==> src/rtl/core/i2cmbs_pkg.sv <==
`default_nettype none
// ----------------------------------------------------------------------------
// i2cmbs_pkg
// Shared types and constants of the byte-level i2c master sequencer.
// ----------------------------------------------------------------------------
package i2cmbs_pkg;

  // width of the phase length counter compare
  localparam int PHASE_COUNT_BITS = 16;
  localparam int TICK_W           = 16;

  localparam logic [TICK_W-1:0] PHASE_MASK =
    (PHASE_COUNT_BITS >= TICK_W) ? {TICK_W{1'b1}} : TICK_W'((1 << PHASE_COUNT_BITS) - 1);

  localparam logic [TICK_W-1:0] TPP_RESET = 16'd5;

  // command and operation codes
  localparam logic [2:0] OP_IDLE  = 3'd0;
  localparam logic [2:0] OP_START = 3'd1;
  localparam logic [2:0] OP_STOP  = 3'd2;
  localparam logic [2:0] OP_WRITE = 3'd3;
  localparam logic [2:0] OP_READ  = 3'd4;

  // phase counts per operation
  localparam logic [4:0] LEN_START = 5'd3;
  localparam logic [4:0] LEN_STOP  = 5'd3;
  localparam logic [4:0] LEN_WRITE = 5'd27;
  localparam logic [4:0] LEN_READ  = 5'd19;

  localparam logic [2:0] MSB_INDEX = 3'd7;

  typedef struct packed {
    logic [2:0] command;
    logic [7:0] write_data;
    logic       read_ack;
    logic       sda_in;
  } in_item_t;

  typedef struct packed {
    logic       scl_out;
    logic       sda_out;
    logic       busy_res;
    logic       done_res;
    logic       ack_seen;
    logic [7:0] read_data;
    logic       rejected;
  } out_item_t;

  typedef struct packed {
    logic [2:0]        active_op;
    logic [4:0]        phase_index;
    logic [TICK_W-1:0] tick_count;
    logic [7:0]        shift_byte;
    logic              ack_choice;
    logic              ack_result;
    logic              scl_level;
    logic              sda_level;
  } seq_state_t;

  // idle sequencer with both lines released
  localparam seq_state_t SEQ_RESET = '{
    active_op:   OP_IDLE,
    phase_index: 5'd0,
    tick_count:  {TICK_W{1'b0}},
    shift_byte:  8'd0,
    ack_choice:  1'b0,
    ack_result:  1'b0,
    scl_level:   1'b1,
    sda_level:   1'b1
  };

endpackage
`default_nettype wire

==> src/rtl/core/i2cmbs_channels.sv <==
`default_nettype none
// ----------------------------------------------------------------------------
// i2cmbs channels
// Valid/ready channel interfaces for command, result and configuration beats.
// ----------------------------------------------------------------------------
interface i2cmbs_in_if;
  logic       valid;
  logic       ready;
  logic [2:0] command;
  logic [7:0] write_data;
  logic       read_ack;
  logic       sda_in;

  modport source (output valid, command, write_data, read_ack, sda_in, input ready);
  modport sink   (input valid, command, write_data, read_ack, sda_in, output ready);
endinterface

interface i2cmbs_out_if;
  logic       valid;
  logic       ready;
  logic       scl_out;
  logic       sda_out;
  logic       busy_res;
  logic       done_res;
  logic       ack_seen;
  logic [7:0] read_data;
  logic       rejected;

  modport source (output valid, scl_out, sda_out, busy_res, done_res, ack_seen, read_data,
                  rejected, input ready);
  modport sink   (input valid, scl_out, sda_out, busy_res, done_res, ack_seen, read_data,
                  rejected, output ready);
endinterface

interface i2cmbs_cfg_if;
  logic        valid;
  logic        ready;
  logic [15:0] data;

  modport source (output valid, data, input ready);
  modport sink   (input valid, data, output ready);
endinterface
`default_nettype wire

==> src/rtl/core/i2cmbs_step.sv <==
`default_nettype none
// ----------------------------------------------------------------------------
// i2cmbs_step
// Sequencer state and the per-tick next-state and result logic.
// ----------------------------------------------------------------------------
module i2cmbs_step (
  input  wire logic                           clk_i,
  input  wire logic                           rst_ni,
  input  wire logic                           step_i,
  input  wire i2cmbs_pkg::in_item_t           item_i,
  input  wire logic [i2cmbs_pkg::TICK_W-1:0]  tpp_i,
  output i2cmbs_pkg::out_item_t               res_o
);

  i2cmbs_pkg::seq_state_t st_q, st_d;

  // number of phases of an operation
  function automatic logic [4:0] op_length(input logic [2:0] op);
    logic [4:0] n;
    case (op)
      i2cmbs_pkg::OP_START: n = i2cmbs_pkg::LEN_START;
      i2cmbs_pkg::OP_STOP:  n = i2cmbs_pkg::LEN_STOP;
      i2cmbs_pkg::OP_WRITE: n = i2cmbs_pkg::LEN_WRITE;
      i2cmbs_pkg::OP_READ:  n = i2cmbs_pkg::LEN_READ;
      default:              n = 5'd0;
    endcase
    return n;
  endfunction

  // line levels set on phase entry
  function automatic i2cmbs_pkg::seq_state_t enter_phase(input i2cmbs_pkg::seq_state_t s,
                                                         input logic [4:0] p);
    i2cmbs_pkg::seq_state_t r;
    logic [2:0] bit_idx;
    logic [4:0] sub;
    r = s;
    // bit number and sub-phase of a data phase, p split by three
    bit_idx = 3'd0;
    for (int i = 1; i < 8; i++) begin
      if (p >= 5'(3 * i)) bit_idx = 3'(i);
    end
    sub = p - 5'(3 * bit_idx);
    case (s.active_op)
      i2cmbs_pkg::OP_START: begin
        if (p == 5'd0) begin
          r.sda_level = 1'b1;
          r.scl_level = 1'b1;
        end else if (p == 5'd1) begin
          r.sda_level = 1'b0;
        end else begin
          r.scl_level = 1'b0;
        end
      end
      i2cmbs_pkg::OP_STOP: begin
        if (p == 5'd0)      r.sda_level = 1'b0;
        else if (p == 5'd1) r.scl_level = 1'b1;
        else                r.sda_level = 1'b1;
      end
      i2cmbs_pkg::OP_WRITE: begin
        if (p < 5'd24) begin
          if (sub == 5'd0)      r.sda_level = s.shift_byte[i2cmbs_pkg::MSB_INDEX - bit_idx];
          else if (sub == 5'd1) r.scl_level = 1'b1;
          else                  r.scl_level = 1'b0;
        end else if (p == 5'd24) begin
          r.sda_level = 1'b1;
        end else if (p == 5'd25) begin
          r.scl_level = 1'b1;
        end else begin
          r.scl_level = 1'b0;
        end
      end
      i2cmbs_pkg::OP_READ: begin
        if (p < 5'd16) begin
          if (p == 5'd0) r.sda_level = 1'b1;
          r.scl_level = ~p[0];
        end else if (p == 5'd16) begin
          r.sda_level = ~s.ack_choice;
        end else if (p == 5'd17) begin
          r.scl_level = 1'b1;
        end else begin
          r.scl_level = 1'b0;
        end
      end
      default: r = s;
    endcase
    return r;
  endfunction

  logic [i2cmbs_pkg::TICK_W-1:0] plen;
  logic [i2cmbs_pkg::TICK_W-1:0] tc_inc;
  logic [4:0]                    pi_inc;
  i2cmbs_pkg::seq_state_t        s0;
  i2cmbs_pkg::out_item_t         res;

  // effective phase length, zero acts as one
  always_comb begin
    plen = tpp_i & i2cmbs_pkg::PHASE_MASK;
    if (plen == '0) plen = {{(i2cmbs_pkg::TICK_W-1){1'b0}}, 1'b1};
  end

  // one tick of the sequencer
  always_comb begin
    s0  = st_q;
    res = '0;
    if (st_q.active_op != i2cmbs_pkg::OP_IDLE) begin
      res.rejected = (item_i.command != i2cmbs_pkg::OP_IDLE);
    end else if (item_i.command >= i2cmbs_pkg::OP_START &&
                 item_i.command <= i2cmbs_pkg::OP_READ) begin
      s0.active_op   = item_i.command;
      s0.phase_index = 5'd0;
      s0.tick_count  = '0;
      if (item_i.command == i2cmbs_pkg::OP_WRITE) begin
        s0.shift_byte = item_i.write_data;
        s0.ack_result = 1'b0;
      end
      if (item_i.command == i2cmbs_pkg::OP_READ) begin
        s0.shift_byte = 8'd0;
        s0.ack_choice = item_i.read_ack;
      end
      s0 = enter_phase(s0, 5'd0);
    end

    res.scl_out = s0.scl_level;
    res.sda_out = s0.sda_level;

    st_d   = s0;
    tc_inc = s0.tick_count + 1'b1;
    pi_inc = s0.phase_index + 1'b1;
    if (s0.active_op != i2cmbs_pkg::OP_IDLE) begin
      res.busy_res  = 1'b1;
      st_d.tick_count = tc_inc;
      if (tc_inc >= plen || tc_inc == '0) begin
        // end-of-phase sample
        if (s0.active_op == i2cmbs_pkg::OP_WRITE && s0.phase_index == 5'd25) begin
          st_d.ack_result = ~item_i.sda_in;
        end else if (s0.active_op == i2cmbs_pkg::OP_READ && s0.phase_index < 5'd16 &&
                     !s0.phase_index[0]) begin
          st_d.shift_byte = {s0.shift_byte[6:0], item_i.sda_in};
        end
        st_d.tick_count  = '0;
        st_d.phase_index = pi_inc;
        if (pi_inc >= op_length(s0.active_op)) begin
          res.done_res = 1'b1;
          if (s0.active_op == i2cmbs_pkg::OP_WRITE) res.ack_seen = st_d.ack_result;
          if (s0.active_op == i2cmbs_pkg::OP_READ)  res.read_data = st_d.shift_byte;
          st_d.active_op   = i2cmbs_pkg::OP_IDLE;
          st_d.phase_index = 5'd0;
        end else begin
          st_d = enter_phase(st_d, pi_inc);
        end
      end
    end
  end

  assign res_o = res;

  // sequencer state advances once per accepted tick
  always_ff @(posedge clk_i or negedge rst_ni) begin
    if (!rst_ni) begin
      st_q <= i2cmbs_pkg::SEQ_RESET;
    end else if (step_i) begin
      st_q <= st_d;
    end
  end

endmodule
`default_nettype wire

==> src/rtl/core/i2c_master_byte_sequencer.sv <==
`default_nettype none
// ----------------------------------------------------------------------------
// i2c_master_byte_sequencer
// Byte-level i2c master: start, stop, write byte and read byte sequences.
// ----------------------------------------------------------------------------
// Every input beat is one tick of time and returns exactly one result beat.
// The block takes one beat per clock cycle; a result passes through the input
// register, then the result register, and the input side stalls only while a
// result beat is held by the downstream sink. The rate is set by the one-tick
// state update of the sequencer. The phase length register (reset 5) is written
// over the config channel; the user must write it only while no beat is in
// flight, as the block itself does not enforce this.
module i2c_master_byte_sequencer (
  input  wire logic    clk_i,
  input  wire logic    rst_ni,
  i2cmbs_in_if.sink    in_ch,
  i2cmbs_out_if.source out_ch,
  i2cmbs_cfg_if.sink   cfg_ch
);

  logic                          in_vld_q;
  i2cmbs_pkg::in_item_t          in_q;
  logic                          out_vld_q;
  i2cmbs_pkg::out_item_t         out_q;
  logic [i2cmbs_pkg::TICK_W-1:0] tpp_q;
  logic                          advance;
  i2cmbs_pkg::out_item_t         res;

  // stage handshake
  assign advance     = in_vld_q && (!out_vld_q || out_ch.ready);
  assign in_ch.ready = !in_vld_q || advance;
  assign cfg_ch.ready = 1'b1;

  // phase length register
  always_ff @(posedge clk_i or negedge rst_ni) begin
    if (!rst_ni) begin
      tpp_q <= i2cmbs_pkg::TPP_RESET;
    end else if (cfg_ch.valid) begin
      tpp_q <= cfg_ch.data;
    end
  end

  // input register
  always_ff @(posedge clk_i or negedge rst_ni) begin
    if (!rst_ni) begin
      in_vld_q <= 1'b0;
    end else if (in_ch.ready) begin
      in_vld_q <= in_ch.valid;
    end
  end

  always_ff @(posedge clk_i) begin
    if (in_ch.valid && in_ch.ready) begin
      in_q.command    <= in_ch.command;
      in_q.write_data <= in_ch.write_data;
      in_q.read_ack   <= in_ch.read_ack;
      in_q.sda_in     <= in_ch.sda_in;
    end
  end

  i2cmbs_step u_step (
    .clk_i  (clk_i),
    .rst_ni (rst_ni),
    .step_i (advance),
    .item_i (in_q),
    .tpp_i  (tpp_q),
    .res_o  (res)
  );

  // result register
  always_ff @(posedge clk_i or negedge rst_ni) begin
    if (!rst_ni) begin
      out_vld_q <= 1'b0;
    end else if (advance) begin
      out_vld_q <= 1'b1;
    end else if (out_ch.ready) begin
      out_vld_q <= 1'b0;
    end
  end

  always_ff @(posedge clk_i) begin
    if (advance) out_q <= res;
  end

  assign out_ch.valid     = out_vld_q;
  assign out_ch.scl_out   = out_q.scl_out;
  assign out_ch.sda_out   = out_q.sda_out;
  assign out_ch.busy_res  = out_q.busy_res;
  assign out_ch.done_res  = out_q.done_res;
  assign out_ch.ack_seen  = out_q.ack_seen;
  assign out_ch.read_data = out_q.read_data;
  assign out_ch.rejected  = out_q.rejected;

endmodule
`default_nettype wire
==> src/flat_wrapper.sv <==
// flat-port wrapper written by rule: the top's interface ports become plain ports
module i2c_master_byte_sequencer_flat 
  (clk_i, rst_ni, in_ch_valid, in_ch_command, in_ch_write_data, in_ch_read_ack, in_ch_sda_in, in_ch_ready, out_ch_valid, out_ch_scl_out, out_ch_sda_out, out_ch_busy_res, out_ch_done_res, out_ch_ack_seen, out_ch_read_data, out_ch_rejected, out_ch_ready, cfg_ch_valid, cfg_ch_data, cfg_ch_ready);
  i2cmbs_in_if in_ch_i ();
  i2cmbs_out_if out_ch_i ();
  i2cmbs_cfg_if cfg_ch_i ();
  input  wire logic clk_i;
  input  wire logic rst_ni;
  input wire logic [$bits(in_ch_i.valid)-1:0] in_ch_valid;
  input wire logic [$bits(in_ch_i.command)-1:0] in_ch_command;
  input wire logic [$bits(in_ch_i.write_data)-1:0] in_ch_write_data;
  input wire logic [$bits(in_ch_i.read_ack)-1:0] in_ch_read_ack;
  input wire logic [$bits(in_ch_i.sda_in)-1:0] in_ch_sda_in;
  output wire logic [$bits(in_ch_i.ready)-1:0] in_ch_ready;
  output wire logic [$bits(out_ch_i.valid)-1:0] out_ch_valid;
  output wire logic [$bits(out_ch_i.scl_out)-1:0] out_ch_scl_out;
  output wire logic [$bits(out_ch_i.sda_out)-1:0] out_ch_sda_out;
  output wire logic [$bits(out_ch_i.busy_res)-1:0] out_ch_busy_res;
  output wire logic [$bits(out_ch_i.done_res)-1:0] out_ch_done_res;
  output wire logic [$bits(out_ch_i.ack_seen)-1:0] out_ch_ack_seen;
  output wire logic [$bits(out_ch_i.read_data)-1:0] out_ch_read_data;
  output wire logic [$bits(out_ch_i.rejected)-1:0] out_ch_rejected;
  input wire logic [$bits(out_ch_i.ready)-1:0] out_ch_ready;
  input wire logic [$bits(cfg_ch_i.valid)-1:0] cfg_ch_valid;
  input wire logic [$bits(cfg_ch_i.data)-1:0] cfg_ch_data;
  output wire logic [$bits(cfg_ch_i.ready)-1:0] cfg_ch_ready;
  assign in_ch_i.valid = in_ch_valid;
  assign in_ch_i.command = in_ch_command;
  assign in_ch_i.write_data = in_ch_write_data;
  assign in_ch_i.read_ack = in_ch_read_ack;
  assign in_ch_i.sda_in = in_ch_sda_in;
  assign in_ch_ready = in_ch_i.ready;
  assign out_ch_valid = out_ch_i.valid;
  assign out_ch_scl_out = out_ch_i.scl_out;
  assign out_ch_sda_out = out_ch_i.sda_out;
  assign out_ch_busy_res = out_ch_i.busy_res;
  assign out_ch_done_res = out_ch_i.done_res;
  assign out_ch_ack_seen = out_ch_i.ack_seen;
  assign out_ch_read_data = out_ch_i.read_data;
  assign out_ch_rejected = out_ch_i.rejected;
  assign out_ch_i.ready = out_ch_ready;
  assign cfg_ch_i.valid = cfg_ch_valid;
  assign cfg_ch_i.data = cfg_ch_data;
  assign cfg_ch_ready = cfg_ch_i.ready;
  i2c_master_byte_sequencer u_core (.clk_i(clk_i), .rst_ni(rst_ni), .in_ch(in_ch_i), .out_ch(out_ch_i), .cfg_ch(cfg_ch_i));
endmodule
==> config.mk <==
export PLATFORM = sky130hd
export DESIGN_NAME = i2c_master_byte_sequencer_flat
export DESIGN_NICKNAME = d
export VERILOG_FILES = /design/src/rtl/core/i2cmbs_pkg.sv /design/src/rtl/core/i2cmbs_channels.sv /design/src/rtl/core/i2cmbs_step.sv /design/src/rtl/core/i2c_master_byte_sequencer.sv /design/src/flat_wrapper.sv
export SDC_FILE = /design/constraint.sdc
export NUM_CORES = 1
export LEC_CHECK = 0
export ABC_AREA = 1
export BUFFER_PORTS_ARGS = -buffer_cell sky130_fd_sc_hd__buf_2
export CELL_PAD_IN_SITES_DETAIL_PLACEMENT = 1
export CELL_PAD_IN_SITES_GLOBAL_PLACEMENT = 1
export CORE_MARGIN = 2
export CORE_UTILIZATION = 41
export CTS_BUF_LIST = sky130_fd_sc_hd__clkbuf_16
export DETAILED_ROUTE_END_ITERATION = 10
export GPL_ROUTABILITY_DRIVEN = 0
export PLACE_DENSITY = 0.79
export SETUP_SLACK_MARGIN = 0.15
export SKIP_LAST_GASP = 1
export SLEW_MARGIN = 20
export SYNTH_ARGS = -nofsm -noshare
export SYNTH_HDL_FRONTEND = slang
export SYNTH_SLANG_ARGS = --single-unit
==> constraint.sdc <==
create_clock -name clk_i -period 3.9 [get_ports clk_i]
set_clock_uncertainty 0.15 [all_clocks]
set_input_delay 0.78 -clock clk_i [delete_from_list [all_inputs] [get_ports clk_i]]
set_output_delay 0.78 -clock clk_i [all_outputs]
set_load 0.005 [all_outputs]
==> run_results.csv <==
group,metric,value,unit
global_route,grt_use_total,0.258,
cts,cts-root-buf,"clkbuf_16",
global_route,grt_max_degree,46,
detailed_routing,routedWlPerCell,18.0,um
yosys,synth.top_cell.area_share,0.220,
timing,hold_viol,0,
worst_setup_path,cp_num_cells,25,
place,post-place-ws,-398,ps
job,maxCapViolCount,0,
worst_setup_path,worst_setup_path_end_kind,"flop",
place,portBuffers,49,
pwr,seq_power_share,0.173,
yosys,synth-main-ff-cell,"dfrtp_1",
timing,grt_setup_unrepaired,"yes",
worst_setup_path,r2r_cells,25,
worst_setup_path,cp-start-kind,"flop",
cts,clk_latency,350,ps
worst_setup_path,crit_family,"simple AND/OR/NAND/NOR gates",
yosys,ys_async_sr_fraction,0.667,
die,ios,51,
place,place_area,6640,um^2
yosys,synth_area_leaders,"dfrtp_1 (22%), edfxtp_1 (14%), nand2_1 (9.1%)",
layout,finalInstanceArea,7280,um^2
hold_path,min_path_type,"input pin to asynchronous set/reset pin",
pwr,power_density,1040,nW/um^2
timing,fin_crit_sh,1.07,
detailed_routing,final_antenna_net_count,0,
yosys,synth.most_common_cell,"nand2_1",
yosys,syn_area_per_cell,7.91,um^2
worst_setup_path,crit_required,4030,ps
layout,layout-drive-gt1-share,0.311,
cts,cts-buffers-inserted,9,
die,initial_core_util,0.414,
timing,slew_headroom,0.494,
worst_setup_path,critical_path_class,"flop to flop",
detailed_routing,drtIter0Drc,290,
timing,setup_viol,43,
detailed_routing,first_pass_iters,5,
worst_setup_path,slowest_stage,"fa_1",
yosys,synth_fp_nets,780,
die,die_x,122,um
die,core-area,13700,um^2
pwr,swShare,0.483,
pwr,net-switching-power,3.67,mW
worst_setup_path,crit_top_cell,"nand2_1",
worst_setup_path,critPathMaxStageDelay,490,ps
status,outcome,"complete, but fails checks",
worst_setup_path,crit_fanout,5,
worst_setup_path,cp.arrival,4290,ps
layout,area_growth,28.3,%
cts,cts_hold_buf,0,
cts,cts.sinks,81,
yosys,synth_cell_types,55,
cts,clk_pin_slew_worst_paths,70,ps
yosys,synth_edf_count,27,
cts,htree_levels,3,
place,place_hpwl,13.5,mm
global_route,gr-total-overflow,0,
place,place_inst,991,
pwr,clock_power_share,0.121,
yosys,yosysTopAreaCell,"dfrtp_1",
timing,max_freq,240,MHz
die,dieHeight,122,um
pwr,internal_power,3.93,mW
global_route,grt_pass1_vias,5975,
yosys,netlist_top_cells_count,"nand2_1 (138), inv_1 (104), nor2_1 (62), dfrtp_1 (50), nand3_1 (49)",
pwr,leakage,3.50,nW
cts,clk_path_buf_depth,2,
yosys,yosys_warnings,0,
detailed_routing,wirelength,18.5,mm
layout,antenna_cells,0,
timing,fin_ws,-259,ps
detailed_routing,drc,0,
die,fp-row-count,43,
detailed_routing,dr_total_vias,5596,
timing,layout_min_cycle_time,4160,ps
status,violations,"negative setup slack",
timing,whs,341,ps
die,die_area,14800,um^2
global_route,antenna_found_initial,0,
layout,final_cells,1029,
yosys,syn_area,5680,um^2
cts,cts_tree,"done",
worst_setup_path,path_buf_inv,3,
timing,worstMarginPinSlew,759,ps
yosys,synth_seq_area_share,0.382,
timing,finalSetupTns,-6820,ps
layout,nNetsFinal,906,
global_route,grt_pass1_wl,29.8,mm
pwr,power_frac_comb,0.706,
yosys,synth-seq-cells,81,
pwr,vdd_drop_max,0.359,mV
yosys,syn_inst,718,
timing,maxSlewViolCount,0,
detailed_routing,viasPerCell,5.44,
## per-layer routing
metal | GRT usage | wire (um) | up-vias
met5 | 0 | 0 | -
met4 | 0.113 | 570 | 0
met3 | 0.0389 | 651 | 43
met2 | 0.455 | 9470 | 145
met1 | 0.312 | 7810 | 2755
li1 | - | - | 2653
## through the flow
step | power (mW) | utilization
2_1_floorplan | 4.44 | -
3_3_place_gp | 5.73 | 0.484
3_5_place_dp | 6.03 | 0.484
4_1_cts | 7.36 | 0.525
5_1_grt | 8.21 | 0.531
6_report | 7.60 | 0.531
## cells in the final DEF (no fill, tap or decap), drive strengths merged, types with 12 or more instances in the layout
master,instances
buf,137
o21ai,62
nand2,154
a31oi,18
a21oi,26
nor2,74
dfrtp,50
edfxtp,27
a22oi,14
nand4,17
inv,117
nand3,54
nor3,12
ha,26
## path summary, 6_finish.rpt
path / startpoint / endpoint / slack (ps)
worst max-delay path: u_core.in_q[10] / u_core.u_step.st_q[0] / -260
worst min-delay path: rst_ni / u_core.in_vld_q / 340
worst max register to register: u_core.in_q[10] / u_core.u_step.st_q[0] / -260
worst min register to register: u_core.u_step.st_q[1] / u_core.u_step.st_q[1] / 340
max in group asynchronous: rst_ni / u_core.u_step.st_q[16] / 2420
min in group clk_i: u_core.u_step.st_q[1] / u_core.u_step.st_q[1] / 340
## worst reg2reg max path, stage by stage, from the launching register on
cell and delay [ps]:
edfxtp_1 470, o21ai_2 230, nand2_1 120, a21oi_4 230, ha_4 200, nand4_4 140, nand2_2 100, inv_2 40
nor2_4 150, nand3_2 110, nand2_2 100, nand2_2 60, fa_1 490, inv_2 50, ha_4 210, buf_4 140
a211oi_2 200, xor2_1 100, nor2_1 190, nand4_1 140, a21oi_1 150, nand2_1 70, nand2_1 60, nand2_1 50
nand2_1 70, nand2_1 60
## logic make-up after synthesis
kind of cell | synth area share
xor+xnor | 0.0264
mux | 0.00176
fa+ha+maj | 0.0663
compound gates | 0.152
simple gates | 0.274
flops | 0.382
buf+inv | 0.0969
other cells | 0.000660
## power groups by stage
stage,clock network (mW),registers (mW),logic [mW]
2_1_floorplan,0,1.27,3.17
3_3_place_gp,0,1.30,4.43
3_5_place_dp,0,1.32,4.72
4_1_cts,0.939,1.31,5.11
5_1_grt,0.967,1.34,5.91
6_report,0.919,1.31,5.37
## timing repair
action                                  in CTS  in global routing
endpoints found under the setup margin      45                 45
resized for setup                           23                 10
setup buffers                               17                  5
pin swaps                                   31                 20
## registers in the layout, summed over array words and instances, names as in the netlist, 8 cells and up
register                 flops
u_core.tpp_q                16
u_core.in_q                 13
u_core.u_step.st_q          36
u_core.out_ch.read_data      8
## cell type report
cell class              count  area [um^2]
fillers                  1700         6430
multi-input cells         503         3220
flip-flops and latches     81         2170
repair buffers            137          930
inverters                 112          430
clock buffers               9          225
well taps                 180          225
clock inverters             7         90.1
Note: power is estimated with default switching activity, not from simulation.
